File: config.mk
export PLATFORM = sky130hd
export DESIGN_NAME = crs_fifo
export DESIGN_NICKNAME = d
export VERILOG_FILES = /design/src/crs_pkg.sv /design/src/crs_fifo.sv
export SDC_FILE = /design/constraint.sdc
export NUM_CORES = 1
export LEC_CHECK = 0
export BUFFER_PORTS_ARGS = -buffer_cell sky130_fd_sc_hd__buf_4
export CAP_MARGIN = 20
export CORE_MARGIN = 8
export CORE_UTILIZATION = 40
export CTS_CLUSTER_DIAMETER = 200
export DETAILED_ROUTE_END_ITERATION = 8
export GPL_TIMING_DRIVEN = 0
export PLACE_DENSITY_LB_ADDON = 0.2
export SLEW_MARGIN = 20
export SYNTH_ARGS = -nofsm -noshare
export SYNTH_HDL_FRONTEND = slang
export SYNTH_SLANG_ARGS = --single-unit
File: constraint.sdc
create_clock -name clk_i -period 7.87 [get_ports clk_i]
set_clock_uncertainty 0.05 [all_clocks]
set_input_delay 1.574 -clock clk_i [delete_from_list [all_inputs] [get_ports clk_i]]
set_output_delay 1.574 -clock clk_i [all_outputs]
set_load 0.01 [all_outputs]
File: src/crs_pkg.sv
`timescale 1ns / 1ps
// ----------------------------------------------------------------------------
// crs_pkg: shared types and constants of the closed Catmull-Rom evaluator
// Field layout, command format, datapath widths and the segment table.
// ----------------------------------------------------------------------------
package crs_pkg;

  // Table and number formats
  localparam int MAX_POINTS = 16;
  localparam int IDX_W      = $clog2(MAX_POINTS);
  localparam int COORD_W    = 16;
  localparam int FRAC_BITS  = 12;
  localparam int PARAM_W    = 16;
  localparam int INT_W      = PARAM_W - FRAC_BITS;
  localparam int PIDX_W     = 4;
  localparam int ACT_W      = 2;
  localparam int OUT_W      = 24;

  // Point count register
  localparam int                CNT_W     = 5;
  localparam logic [CNT_W-1:0]  CNT_RESET = CNT_W'(MAX_POINTS);
  localparam logic [CNT_W-1:0]  CNT_MIN   = CNT_W'(2);
  localparam logic [CNT_W-1:0]  CNT_MAX   = CNT_W'(MAX_POINTS);

  // Sums over neighbor indices
  localparam int NB_W = IDX_W + 2;

  // Stream layout of the input item
  localparam int TD_X_LSB   = PIDX_W;
  localparam int TD_Y_LSB   = TD_X_LSB + COORD_W;
  localparam int TD_T_LSB   = TD_Y_LSB + COORD_W;
  localparam int TD_USED    = TD_T_LSB + PARAM_W;
  localparam int S_TDATA_W  = ((TD_USED + 7) / 8) * 8;
  localparam int S_TUSER_W  = ACT_W;
  localparam int M_TDATA_W  = 2 * OUT_W;
  localparam int M_TUSER_W  = 1;

  // Datapath widths: coefficients, then one Horner step per stage
  localparam int COEF_W     = COORD_W + 5;
  localparam int ACC1_W     = COEF_W + FRAC_BITS + 1;
  localparam int ACC2_W     = ACC1_W + FRAC_BITS + 1;
  localparam int ACC3_W     = ACC2_W + FRAC_BITS + 1;
  localparam int RND_SHIFT  = 3 * FRAC_BITS + 1;
  localparam logic signed [ACC3_W-1:0] RND_HALF = ACC3_W'(1) <<< (3 * FRAC_BITS);

  // Command queue
  localparam int FIFO_DEPTH = 4;
  localparam int FIFO_AW    = $clog2(FIFO_DEPTH);

  typedef enum logic [ACT_W-1:0] {
    ACT_WRITE = 2'd0,
    ACT_POS   = 2'd1,
    ACT_GRAD  = 2'd2,
    ACT_NONE  = 2'd3
  } action_e;

  typedef logic [IDX_W-1:0] idx_t;

  // One classified item as it travels from the front to the back end
  typedef struct packed {
    action_e              kind;
    idx_t                 slot;
    logic [COORD_W-1:0]   px;
    logic [COORD_W-1:0]   py;
    idx_t [3:0]           nbr;
    logic [FRAC_BITS-1:0] frac;
  } cmd_t;

  // Segment table: index {count - 1, integer part of t} -> integer part mod count
  localparam int SEG_ROWS = 2 ** INT_W;
  localparam int SEG_LUT_DEPTH = MAX_POINTS * SEG_ROWS;
  typedef logic [SEG_LUT_DEPTH-1:0][IDX_W-1:0] seg_lut_t;

  function automatic seg_lut_t build_seg_lut();
    seg_lut_t lut;
    int       r;
    lut = '0;
    for (int n = 1; n <= MAX_POINTS; n++) begin
      for (int i = 0; i < SEG_ROWS; i++) begin
        r = i;
        for (int k = 0; k < SEG_ROWS; k++) begin
          if (r >= n) begin
            r = r - n;
          end
        end
        lut[(n - 1) * SEG_ROWS + i] = IDX_W'(r);
      end
    end
    return lut;
  endfunction

  localparam seg_lut_t SEG_LUT = build_seg_lut();

endpackage

File: src/crs_fifo.sv
`timescale 1ns / 1ps
// ----------------------------------------------------------------------------
// crs_fifo: command queue between the front and the back end
// Small register FIFO with ready/valid on both sides.
// ----------------------------------------------------------------------------
module crs_fifo import crs_pkg::*; (
  input  logic clk_i,
  input  logic rst_ni,
  input  logic push_valid_i,
  output logic push_ready_o,
  input  cmd_t push_cmd_i,
  output logic pop_valid_o,
  input  logic pop_ready_i,
  output cmd_t pop_cmd_o
);

  cmd_t               mem_q [FIFO_DEPTH];
  logic [FIFO_AW:0]   wr_ptr_q, wr_ptr_d;
  logic [FIFO_AW:0]   rd_ptr_q, rd_ptr_d;
  logic               full;
  logic               empty;
  logic               push;
  logic               pop;

  assign empty = (wr_ptr_q == rd_ptr_q);
  assign full  = (wr_ptr_q[FIFO_AW] != rd_ptr_q[FIFO_AW]) &&
                 (wr_ptr_q[FIFO_AW-1:0] == rd_ptr_q[FIFO_AW-1:0]);

  assign push_ready_o = !full;
  assign pop_valid_o  = !empty;
  assign push = push_valid_i && !full;
  assign pop  = pop_ready_i && !empty;

  assign pop_cmd_o = mem_q[rd_ptr_q[FIFO_AW-1:0]];

  // Advance pointers on each transfer
  always_comb begin
    wr_ptr_d = wr_ptr_q;
    rd_ptr_d = rd_ptr_q;
    if (push) begin
      wr_ptr_d = wr_ptr_q + 1'b1;
    end
    if (pop) begin
      rd_ptr_d = rd_ptr_q + 1'b1;
    end
  end

  always_ff @(posedge clk_i or negedge rst_ni) begin
    if (!rst_ni) begin
      wr_ptr_q <= '0;
      rd_ptr_q <= '0;
    end else begin
      wr_ptr_q <= wr_ptr_d;
      rd_ptr_q <= rd_ptr_d;
    end
  end

  // Store the entry
  always_ff @(posedge clk_i) begin
    if (push) begin
      mem_q[wr_ptr_q[FIFO_AW-1:0]] <= push_cmd_i;
    end
  end

endmodule

==> run metrics <==
achievable frequency 249.2 MHz; Nets 641; CTS sink count 270; async set-or-reset flop fraction in the synthesized netlist 2.222%; final hold violation count 0; CP required 6.25 ns; Antenna diodes 0; final setup fails 0; RSZ-0062 raised after global routing no; PwrDens 374.1 mW/mm2; multi-input logic area 0.001815 mm2; status finished, final reports clean; layout cell share with drive strength beyond 1 44.37%; router iterations before antenna repair 4; global-route wire length before repair 30.11 mm; Post-Syn Area 0.009982 mm2; Ports 138; Worst setup SP type flip-flop; Core Region 0.02482 mm2; CTS tree yes; DR vias 4571; Mapped Cells 392; die extent in x 174.0 um; GRT Total Usage 12.79%; post-CTS setup buffers 0; Die H 174.0 um; vias in the first global route 5106; number of synthesized flops with an enable pin 264; Port Buffers 137; Clk Latency, worst-skew pair 0.51 ns; Post-DRT Antenna Nets 0; Leak Pwr 4.201 nW; commonest cells in the netlist 264 x edfxtp_1, 66 x mux4_2, 6 x buf_2, 6 x dfrtp_1; DRT iter0 DRCs 238; WL final 19.52 mm; Synth area leaders edfxtp_1 79%, mux4_2 15%, dfrtp_1 1.5%, ha_1 0.63%, buf_6 0.45%; Yosys top cell by area edfxtp_1; Max-slew headroom 51.66%; Final Wtd Congestion 0.7602; Max-Cap Viols 0; hold_buf cts 0; post-synth cell types 24; ys flop type edfxtp_1; initial antenna violation count 0; grt ovf 0; post-synthesis net count 467; placed wire-length estimate 12.56 mm; Crit. End Element primary output; total CTS buffers 27; Worst Hold Class flip-flop to flip-flop; setup_tns 0 ns; post-synth top area share 79.42%; Register Area 0.008078 mm2; vias per cell 4.990; actual slew at the worst max-slew pin 0.7252 ns; crit path time final 4.014 ns; drt drc 0; max-slew violation count 0; largest net degree at the start of global routing 37; synthesis-stage register bit count 270; critical path class flip-flop to primary output; yosys warns 0; die area 0.03027 mm2; Std-Cell Rows 58; Area Growth Syn to Fin 24.39%; most numerous cell in the Yosys netlist edfxtp_1; H-Tree Depth 1; Initial Utilization 40.22%; Reg clk slew, reported paths 0.06 ns; Max FO, Critical Path 10; Peak VDD IR 0.1894 mV; post-cts resize count 0; worst hold slack 0.5111 ns; Fillers 2039; routed length per instance 21.31 um; Seq/Total Area, Yosys 80.92%; CTS Buffer Depth 3; Root Driver clkbuf_16; Syn Area/Cell 25.46 um2; crit path DAT 2.39 ns; post-route clock period utilization 51.00%
-- cell families (layout without fill, tap and decap cells) --
kind of cell / Yosys count / count (layout) / share of synthesized area, %
buffers and inverters: 19 / 213 / 1.128
muxes: 67 / 67 / 14.99
xor gates and xnor gates: 9 / 9 / 0.8650
and+or+nand+nor: 9 / 9 / 0.5390
DFF: 270 / 270 / 80.92
AOI/OAI and AO/OA: 13 / 13 / 0.9276
adders and majority gates: 5 / 5 / 0.6267
-- path summary, 6_finish.rpt --
kind	from	endpoint	slack [ns]	cells after the start
setup / recovery	rd_ptr_q[1]	pop_cmd_o[58]	3.86	5
setup reg to reg	wr_ptr_q[0]	mem_q[1][49]	5.50	4
max in group asynchronous	rst_ni	rd_ptr_q[0]	6.85	1
hold reg to reg	rd_ptr_q[2]	rd_ptr_q[2]	0.51	1
min in group asynchronous	rst_ni	rd_ptr_q[2]	0.81	1
hold / removal	rd_ptr_q[2]	rd_ptr_q[2]	0.51	1
-- layer usage --
layer / wire (um) / track usage, %
met5: 0 / 0
met4: 473 / 3.919
met3: 1111 / 3.081
met2: 10260 / 22.57
met1: 7676 / 15.27
-- report_power, final --
| part | leakage [nW] | internal [W] | switching, W |
|---|---|---|---|
| registers | 2.49 | 0.00191 | 0.0000721 |
| clock network | 0.376 | 0.000625 | 0.000490 |
| logic | 1.33 | 0.000764 | 0.000783 |
-- layout make-up --
| class | instances | area share, % |
|---|---|---|
| Sequential cell | 270 | 65.05 |
| Multi-Input combinational cell | 103 | 14.62 |
| Timing Repair Buffer | 145 | 9.935 |
| Clock buffer | 34 | 5.653 |
| Tap cell | 330 | 3.325 |
| Buffer | 16 | 0.8162 |
| Clock inverter | 15 | 0.5038 |
| Inverter | 3 | 0.09069 |
-- flip-flops by register name, summed over array words and instances (netlist names) --
signal / cells
rd_ptr_q: 3
wr_ptr_q: 3
mem_q: 264
-- critical path, stage by stage, from the launching register on --
cell,delay [ns]
dfrtp_1,0.34
buf_2,0.25
buf_2,0.37
buf_2,0.36
mux4_2,0.38
buf_4,0.17
-- cells in the final DEF, fill, tap and decap left out --
master       n
ha_1         5
edfxtp_1   264
clkinv_1    10
o311ai_0     1
a31oi_4      1
xor2_1       3
and3_4       3
dfrtp_1      6
buf_6        4
a31oi_1      1
nand3_1      1
nand2_1      2
buf_12       2
a211oi_1     2
mux4_2      66
buf_4      138
inv_1        3
clkbuf_1    12
nand2b_1     2
buf_2        6
nand3_2      1
buf_16       6
xor2_2       1
xnor2_1      5
o31ai_1      4
mux2i_1      1
clkbuf_16   27
clkinv_2     5
a21oi_1      4
-- per-stage QoR --
| step | utilization (%) | total power, W | setup WS (ns) | cells | instance area (um2) |
|---|---|---|---|---|---|
| 2_1_floorplan | - | 0.002900 | 3.684 | 392 | 9982 |
| 3_3_place_gp | 46.03 | 0.003548 | 1.753 | 859 | 11420 |
| 3_5_place_dp | 46.95 | 0.003617 | 4.347 | 867 | 11650 |
| 4_1_cts | 50.03 | 0.004745 | 3.760 | 916 | 12420 |
| 5_1_grt | 50.03 | 0.004891 | 3.714 | 916 | 12420 |
| 6_report | 50.03 | 0.004645 | 3.856 | 916 | 12420 |
No activity file was read; power rests on OpenSTA's default activity.
