### src/crs_pkg.sv
`timescale 1ns / 1ps
// ----------------------------------------------------------------------------
// crs_pkg: shared types and constants of the closed Catmull-Rom evaluator
// Field layout, command format, datapath widths and the segment table.
// ----------------------------------------------------------------------------
package crs_pkg;

  // Table and number formats
  localparam int MAX_POINTS = 16;
  localparam int IDX_W      = $clog2(MAX_POINTS);
  localparam int COORD_W    = 16;
  localparam int FRAC_BITS  = 12;
  localparam int PARAM_W    = 16;
  localparam int INT_W      = PARAM_W - FRAC_BITS;
  localparam int PIDX_W     = 4;
  localparam int ACT_W      = 2;
  localparam int OUT_W      = 24;

  // Point count register
  localparam int                CNT_W     = 5;
  localparam logic [CNT_W-1:0]  CNT_RESET = CNT_W'(MAX_POINTS);
  localparam logic [CNT_W-1:0]  CNT_MIN   = CNT_W'(2);
  localparam logic [CNT_W-1:0]  CNT_MAX   = CNT_W'(MAX_POINTS);

  // Sums over neighbor indices
  localparam int NB_W = IDX_W + 2;

  // Stream layout of the input item
  localparam int TD_X_LSB   = PIDX_W;
  localparam int TD_Y_LSB   = TD_X_LSB + COORD_W;
  localparam int TD_T_LSB   = TD_Y_LSB + COORD_W;
  localparam int TD_USED    = TD_T_LSB + PARAM_W;
  localparam int S_TDATA_W  = ((TD_USED + 7) / 8) * 8;
  localparam int S_TUSER_W  = ACT_W;
  localparam int M_TDATA_W  = 2 * OUT_W;
  localparam int M_TUSER_W  = 1;

  // Datapath widths: coefficients, then one Horner step per stage
  localparam int COEF_W     = COORD_W + 5;
  localparam int ACC1_W     = COEF_W + FRAC_BITS + 1;
  localparam int ACC2_W     = ACC1_W + FRAC_BITS + 1;
  localparam int ACC3_W     = ACC2_W + FRAC_BITS + 1;
  localparam int RND_SHIFT  = 3 * FRAC_BITS + 1;
  localparam logic signed [ACC3_W-1:0] RND_HALF = ACC3_W'(1) <<< (3 * FRAC_BITS);

  // Command queue
  localparam int FIFO_DEPTH = 4;
  localparam int FIFO_AW    = $clog2(FIFO_DEPTH);

  typedef enum logic [ACT_W-1:0] {
    ACT_WRITE = 2'd0,
    ACT_POS   = 2'd1,
    ACT_GRAD  = 2'd2,
    ACT_NONE  = 2'd3
  } action_e;

  typedef logic [IDX_W-1:0] idx_t;

  // One classified item as it travels from the front to the back end
  typedef struct packed {
    action_e              kind;
    idx_t                 slot;
    logic [COORD_W-1:0]   px;
    logic [COORD_W-1:0]   py;
    idx_t [3:0]           nbr;
    logic [FRAC_BITS-1:0] frac;
  } cmd_t;

  // Segment table: index {count - 1, integer part of t} -> integer part mod count
  localparam int SEG_ROWS = 2 ** INT_W;
  localparam int SEG_LUT_DEPTH = MAX_POINTS * SEG_ROWS;
  typedef logic [SEG_LUT_DEPTH-1:0][IDX_W-1:0] seg_lut_t;

  function automatic seg_lut_t build_seg_lut();
    seg_lut_t lut;
    int       r;
    lut = '0;
    for (int n = 1; n <= MAX_POINTS; n++) begin
      for (int i = 0; i < SEG_ROWS; i++) begin
        r = i;
        for (int k = 0; k < SEG_ROWS; k++) begin
          if (r >= n) begin
            r = r - n;
          end
        end
        lut[(n - 1) * SEG_ROWS + i] = IDX_W'(r);
      end
    end
    return lut;
  endfunction

  localparam seg_lut_t SEG_LUT = build_seg_lut();

endpackage

### src/crs_front.sv
`timescale 1ns / 1ps
// ----------------------------------------------------------------------------
// crs_front: input side of the spline evaluator
// Holds the point count, classifies items and works out the four table
// indices around the selected segment, wrapping round the loop.
// ----------------------------------------------------------------------------
module crs_front import crs_pkg::*; (
  input  logic                 clk_i,
  input  logic                 rst_ni,
  input  logic                 s_axis_tvalid_i,
  output logic                 s_axis_tready_o,
  input  logic [S_TDATA_W-1:0] s_axis_tdata_i,
  input  logic [S_TUSER_W-1:0] s_axis_tuser_i,
  input  logic                 cfg_valid_i,
  output logic                 cfg_ready_o,
  input  logic [CNT_W-1:0]     cfg_data_i,
  output logic                 cmd_valid_o,
  input  logic                 cmd_ready_i,
  output cmd_t                 cmd_o
);

  logic [CNT_W-1:0]   cnt_q, cnt_d;
  logic [CNT_W-1:0]   n_eff;
  idx_t               n_m1;
  logic [NB_W-1:0]    n_ext;
  logic [INT_W-1:0]   int_part;
  idx_t               seg;
  logic [NB_W-1:0]    seg_p1;
  logic [NB_W-1:0]    seg_p2;
  logic [PIDX_W-1:0]  pidx;

  // Point count register, always ready
  assign cfg_ready_o = 1'b1;

  always_comb begin
    cnt_d = cnt_q;
    if (cfg_valid_i) begin
      cnt_d = cfg_data_i;
    end
  end

  always_ff @(posedge clk_i or negedge rst_ni) begin
    if (!rst_ni) begin
      cnt_q <= CNT_RESET;
    end else begin
      cnt_q <= cnt_d;
    end
  end

  // Clamp the count to the table
  always_comb begin
    if (cnt_q < CNT_MIN) begin
      n_eff = CNT_MIN;
    end else if (cnt_q > CNT_MAX) begin
      n_eff = CNT_MAX;
    end else begin
      n_eff = cnt_q;
    end
  end

  assign n_m1  = IDX_W'(n_eff - CNT_W'(1));
  assign n_ext = NB_W'(n_eff);

  // Segment from the integer part of t, then its neighbors
  assign int_part = s_axis_tdata_i[TD_T_LSB + FRAC_BITS +: INT_W];
  assign seg      = SEG_LUT[{n_m1, int_part}];
  assign seg_p1   = NB_W'(seg) + NB_W'(1);
  assign seg_p2   = NB_W'(seg) + NB_W'(2);
  assign pidx     = s_axis_tdata_i[PIDX_W-1:0];

  always_comb begin
    cmd_o.kind   = action_e'(s_axis_tuser_i);
    cmd_o.slot   = IDX_W'(pidx);
    cmd_o.px     = s_axis_tdata_i[TD_X_LSB +: COORD_W];
    cmd_o.py     = s_axis_tdata_i[TD_Y_LSB +: COORD_W];
    cmd_o.frac   = s_axis_tdata_i[TD_T_LSB +: FRAC_BITS];
    cmd_o.nbr[1] = seg;
    cmd_o.nbr[0] = (seg == '0) ? n_m1 : seg - IDX_W'(1);
    cmd_o.nbr[2] = (seg_p1 == n_ext) ? '0 : seg_p1[IDX_W-1:0];
    cmd_o.nbr[3] = (seg_p2 >= n_ext) ? IDX_W'(seg_p2 - n_ext) : seg_p2[IDX_W-1:0];
  end

  // Hand the item to the queue
  assign cmd_valid_o     = s_axis_tvalid_i;
  assign s_axis_tready_o = cmd_ready_i;

endmodule

### config.mk
export PLATFORM = sky130hd
export DESIGN_NAME = crs_front
export DESIGN_NICKNAME = d
export VERILOG_FILES = /design/src/crs_pkg.sv /design/src/crs_front.sv
export SDC_FILE = /design/constraint.sdc
export NUM_CORES = 1
export LEC_CHECK = 0
export BUFFER_PORTS_ARGS = -buffer_cell sky130_fd_sc_hd__buf_2
export CORE_MARGIN = 5
export CORE_UTILIZATION = 40
export DETAILED_ROUTE_END_ITERATION = 16
export GPL_TIMING_DRIVEN = 1
export PLACE_DENSITY_LB_ADDON = 0.1
export SLEW_MARGIN = 10
export SYNTH_ARGS = -nofsm -noshare
export SYNTH_HDL_FRONTEND = slang
export SYNTH_SLANG_ARGS = --single-unit
### constraint.sdc
create_clock -name clk_i -period 6.7 [get_ports clk_i]
set_input_delay 1.005 -clock clk_i [delete_from_list [all_inputs] [get_ports clk_i]]
set_output_delay 1.005 -clock clk_i [all_outputs]
set_load 0.03 [all_outputs]
==> run summary, run 1 <==
worst setup path class = reg2out
CP Data Required Time = 5.69 ns
vias in the first global route = 1876
final worst-path cycle share = 0.929
die area = 0.00714 mm^2
share of cells above drive strength 1 = 0.251
CP endpoint kind = output pin
final setup TNS = 0 ns
largest family of logic cells by synthesized area = compound AO/OA/AOI/OAI gates
Slew Limit Fails = 0
outcome = completed
Ant. Diodes = 0
top cells by area, synth = buf_4, ha_1, dfrtp_1, o211ai_1, o21ai_0
multiplexer share of the synthesized area = 0.103
Pleak = 0.902 nW
HP Class = in2async
Synth area leader = buf_4
post-synthesis instance total = 281
detailed router's first-iteration violation count = 94
Post-Synth Adder-Cell Area = 0.122
placed cell areas = 0.00202 mm^2
Post-Layout Cell Count = 323
main flop type after synthesis = dfrtp_1
vias = 1906
setup violators final = 0
CTS H-Tree Depth = 1
initial antenna violation count = 0
clock-pin transition on the worst setup and hold timing paths = 0.04 ns
min cycle time layout = 6.23 ns
Post-synth ARST share = 1.00
synth warn = 0
RSZ-0062 raised after global routing = no
drt via density = 5.90
synthesized area = 0.00222 mm^2
final hold violations = 0
Synth Net Count = 370
Max VDD drop = 185 uV
Site Rows = 27
max_cap viols = 0
detailed-route DRC error count = 0
most frequent cells in the layout = buf_2, ha_1, inv_1, o21ai_0, nand2_1
core area = 0.00544 mm^2
fmax = 161 MHz
Starting Density = 0.408
IO buf count = 27
synthesized flop and latch total = 5
DIE WIDTH = 84.5 um
DR pass1 iterations = 4
placed cell count = 319
global-route wire length before repair = 9580 um
Die Y = 84.5 um
Worst Tran Pin Value = 0.523 ns
Worst Clk Skew = 0 ns
Synth Area in Compound Gates = 0.259
max reg flops = 5
clk sink count = 5
DR WL/cell = 18.2 um
critical path launch point type = flip-flop
CTS max path bufs = 2
nets = 341
Most flops, register = cnt_q
Routed Antenna Nets = 0
worst skew pair latency = 0.22 ns
Top Registers = cnt_q x5
total length of routed wires = 5890 um
CP cell instances = nand2b_4 -> nor2_2 -> inv_1 -> ha_1 -> inv_1 -> o41ai_1 -> o21a_1 -> a221oi_1 -> a31oi_1 -> inv_1 -> ha_1 -> ha_1 -> o21ai_0 -> nand2b_1 -> a31o_2 -> a21o_1 -> a21o_1 -> mux2_2 -> buf_2
library cells used by synthesis = 75
slowest CP cell = ha_1
P&R area growth vs syn = -6.76%
largest net degree at the start of global routing = 22
CTS root buf = clkbuf_8
CTS Buf Count = 3
Post-Synth Simple-Gate Area = 0.169
most common cell after layout, fill and taps aside = buf_2
CTS tree = yes
EDFF count, synth = 0
Placer Congestion = 0.855
CP peak stage delay = 0.66 ns
critical-path maximum fanout = 16
worst reg2reg path depth = 2
# IOs = 137
post-synth top area share = 0.183
register area share after synthesis = 0.0569
final instance area = 0.00207 mm^2
DP HPWL = 4530 um
Synth Area per Inst = 7.90 um^2
P per Cell Area = 317 mW/mm^2
GRT overflow = 0
WP data arrival = 5.22 ns
GR Util All Layers = 0.160
hold buffers post-CTS = 0
post-synthesis xor/xnor area fraction = 0.0496
max_slew headroom = 0.642
## critical path: cells and delay by family, from the launching register on
family                     cells  cell delay [ns]
muxes                          1             0.28
adders and majority gates      3             1.35
DFF                            1             0.41
AOI/OAI and AO/OA              8             1.48
buffers and inverters          4             0.78
and+or+nand+nor                3             0.68
## power breakdown
part | leakage [nW] | switching (mW) | internal [mW]
sequential | 0.0577 | 0.00497 | 0.0338
combinational | 0.822 | 0.354 | 0.209
clock | 0.0228 | 0.0146 | 0.0408
total | 0.902 | 0.374 | 0.283
## per-layer routing
metal / global-route usage / vias to the layer above / share of wire
li1: - / 923 / -
met1: 0.213 / 895 / 0.44
met2: 0.258 / 57 / 0.47
met3: 0.0255 / 31 / 0.067
met4: 0.0662 / 0 / 0.028
met5: 0 / - / 0
## cell families after synthesis
group	after synthesis
multiplexers	18
flip-flops	5
buffers and inverters	84
AO/OA/AOI/OAI	78
other	1
XOR/XNOR	8
AND/OR/NAND/NOR	66
adder cells (fa/ha/maj)	21
## repair_timing
action                                  CTS  global route
endpoints found under the hold margin     0             0
endpoints found under the setup margin    0             8
resized for setup                         0             1
setup buffers                             0             0
## cell usage after synthesis (3+ instances only)
master	count
a211oi_1	3
a21o_1	4
a21oi_1	7
a31oi_1	4
buf_2	5
buf_4	54
clkbuf_1	5
dfrtp_1	4
ha_1	20
inv_1	15
mux2_2	6
mux2i_1	7
mux4_2	3
nand2_1	13
nand2b_1	4
nand3_1	4
nand4_1	6
nor2_1	12
nor2b_1	5
nor3_1	5
o2111ai_1	3
o211ai_1	10
o21ai_0	15
o31ai_1	3
xor2_1	3
## through the flow
stage               utilization  hold WS (ns)  total power [mW]  setup slack (ns)
floorplan                     -         0.553             0.526             0.418
global placement          0.372         0.600             0.602             0.355
detailed placement        0.372         0.623             0.604             0.478
finish                    0.381         0.590             0.657             0.474
global route              0.381         0.597             0.709            0.0957
CTS                       0.380         0.592             0.661             0.240
## worst paths after layout
path / from / slack [ns] / end
worst max-delay path: cnt_q[4]$_DFFE_PN1P_ / 0.47 / cmd_o[27]
worst min-delay path: rst_ni / 0.59 / cnt_q[2]$_DFFE_PN0P_
worst max register to register: cnt_q[4]$_DFFE_PN1P_ / 5.64 / cnt_q[4]$_DFFE_PN1P_
worst min register to register: cnt_q[1]$_DFFE_PN0P_ / 0.63 / cnt_q[1]$_DFFE_PN0P_
max in group asynchronous: rst_ni / 5.90 / cnt_q[4]$_DFFE_PN1P_
min in group clk_i: cnt_q[1]$_DFFE_PN0P_ / 0.63 / cnt_q[1]$_DFFE_PN0P_
## cell type report
| type | instances | area [um^2] |
|---|---|---|
| multi-input combinational | 192 | 1570 |
| sequential | 5 | 126 |
| inverter | 17 | 63.8 |
| fill | 591 | 3370 |
| timing repair buffer | 33 | 180 |
| clock buffer | 4 | 45.0 |
| tap | 72 | 90.1 |
Power figures use the tool's default switching activity.
==> run 2: changes to the inputs <==
Clock period 6.7 ns to 5.9 ns, I/O delays scaled along.
==> run summary, run 2 (synthesis results as in run 1) <==
placed cell areas = 0.00213 mm^2
Pleak = 0.968 nW
GRT overflow = 0
Comb power frac = 0.864
Clock power frac = 0.083
clk sink count = 5
CP endpoint kind = output pin
WP data arrival = 4.69 ns
core area = 0.00544 mm^2
largest net degree at the start of global routing = 26
final setup TNS = 0 ns
Worst Tran Pin Value = 0.530 ns
fmax = 179 MHz
CTS Buf Count = 3
max_slew headroom = 0.638
Max VDD drop = 223 uV
Most flops, register = cnt_q
Starting Density = 0.408
Placer Congestion = 0.804
final worst-path cycle share = 0.945
vias = 1945
HP Class = in2async
initial antenna violation count = 0
Routed Antenna Nets = 0
critical path launch point type = flip-flop
max_cap viols = 0
CTS root buf = clkbuf_8
CP Data Required Time = 5.02 ns
worst setup path class = reg2out
critical-path maximum fanout = 12
Post-CTS Setup Bufs = 0
IO buf count = 27
DIE WIDTH = 84.5 um
final instance area = 0.00219 mm^2
worst skew pair latency = 0.22 ns
clock-pin transition on the worst setup and hold timing paths = 0.04 ns
detailed router's first-iteration violation count = 157
P per Cell Area = 355 mW/mm^2
switching share of total power = 0.557
CTS tree = yes
setup violators final = 0
DR WL/cell = 17.4 um
worst reg2reg path depth = 3
vias in the first global route = 1959
final hold violations = 0
Site Rows = 27
Ant. Diodes = 0
most common cell after layout, fill and taps aside = buf_2
drt via density = 5.79
nets = 354
CP cell instances = nor3_1 -> nor2_2 -> inv_1 -> ha_4 -> and2_1 -> a311oi_1 -> a221oi_1 -> a31oi_2 -> inv_1 -> ha_1 -> ha_1 -> o21ai_0 -> nand2b_1 -> a31o_2 -> a21o_1 -> a21o_1 -> mux2_2 -> buf_2
worst reg-to-reg setup slack = 4.83 ns
CP peak stage delay = 0.44 ns
FF-to-FF End = cnt_q[4]$_DFFE_PN1P_
outcome = completed
die area = 0.00714 mm^2
detailed-route DRC error count = 0
share of cells above drive strength 1 = 0.303
P&R area growth vs syn = -1.46%
GR Util All Layers = 0.165
global-route wire length before repair = 9830 um
sequential share of power = 0.054
Die Y = 84.5 um
DP HPWL = 4580 um
CTS H-Tree Depth = 1
max reg flops = 5
Reg-to-Reg Start = cnt_q[4]$_DFFE_PN1P_
min cycle time layout = 5.58 ns
DR pass1 iterations = 5
Slew Limit Fails = 0
most frequent cells in the layout = buf_2, ha_1, buf_4
Top Registers = cnt_q x5
Worst Clk Skew = 0 ns
slowest CP cell = a221oi_1
# IOs = 137
internal power = 0.344 mW
total length of routed wires = 5850 um
CTS max path bufs = 2
RSZ-0062 raised after global routing = no
sw power = 0.433 mW
run 2: changes by cell type in the layout (fill, tap and decap cells not counted):
cell	previous run	this run
a31oi_1	4	3
clkbuf_1	1	0
clkinv_2	0	1
inv_2	2	3
ha_1	20	19
a31oi_2	0	1
ha_4	0	1
buf_4	6	19
inv_1	15	14
run 2: how the worst max path moves through the flow:
stage | from | endpoint | cells after the start
floorplan | cnt_q[4]$_DFFE_PN1P_ | cmd_o[24] | 18
global placement | cnt_q[1]$_DFFE_PN0P_ | cmd_o[26] | 18
detailed placement | cnt_q[1]$_DFFE_PN0P_ | cmd_o[26] | 19
CTS | cnt_q[1]$_DFFE_PN0P_ | cmd_o[26] | 19
global route | cnt_q[3]$_DFFE_PN0P_ | cmd_o[22] | 16
finish | cnt_q[1]$_DFFE_PN0P_ | cmd_o[26] | 18
run 2: what timing repair did:
action / 4_1_cts / 5_1_grt
gates cloned: 0 / 0
endpoints found under the hold margin: 0 / 0
gates resized for setup: 1 / 3
setup endpoints to repair: 8 / 8
hold buffers: 0 / 0
run 2: layout make-up:
| cell class | count | area, um^2 |
|---|---|---|
| Fill cell | 573 | 3250 |
| Multi-Input combinational cell | 192 | 1580 |
| Timing Repair Buffer | 46 | 278 |
| Sequential cell | 5 | 126 |
| Tap cell | 72 | 90.1 |
| Inverter | 17 | 63.8 |
| Clock buffer | 3 | 41.3 |
| Clock inverter | 1 | 5.00 |
run 2: worst max-delay path, delay by kind of cell, from the launching register on:
family                     cells  cell delay [ns]
AOI/OAI and AO/OA              7             1.44
adders and majority gates      3             1.02
buffers and inverters          3             0.51
DFF                            1             0.41
muxes                          1             0.29
and+or+nand+nor                4             0.80
run 2: power by group through the flow:
stage / sequential, mW / clock [mW] / combinational [mW]
6_report: 0.0417 / 0.0641 / 0.671
5_1_grt: 0.0420 / 0.0667 / 0.734
4_1_cts: 0.0416 / 0.0661 / 0.669
3_5_place_dp: 0.0420 / 0 / 0.666
3_3_place_gp: 0.0422 / 0 / 0.667
2_1_floorplan: 0.0422 / 0 / 0.557
run 2: through the flow:
| step | hold WS, ns | util | power [mW] | setup slack [ns] | std cells |
|---|---|---|---|---|---|
| 2_1_floorplan | 0.553 | - | 0.599 | 0.131 | 281 |
| 3_3_place_gp | 0.611 | 0.391 | 0.709 | 0.105 | 332 |
| 3_5_place_dp | 0.606 | 0.391 | 0.708 | 0.109 | 332 |
| 4_1_cts | 0.464 | 0.400 | 0.777 | 0.0772 | 336 |
| 5_1_grt | 0.468 | 0.402 | 0.842 | 0.0620 | 336 |
| 6_report | 0.468 | 0.402 | 0.777 | 0.323 | 336 |
run 2: routing by layer:
metal,vias to the layer above,GRT usage,part of all wire
met1,921,0.230,0.46
met5,-,0,0
met2,60,0.265,0.47
met4,0,0.0417,0.0060
li1,950,-,-
met3,14,0.0226,0.067
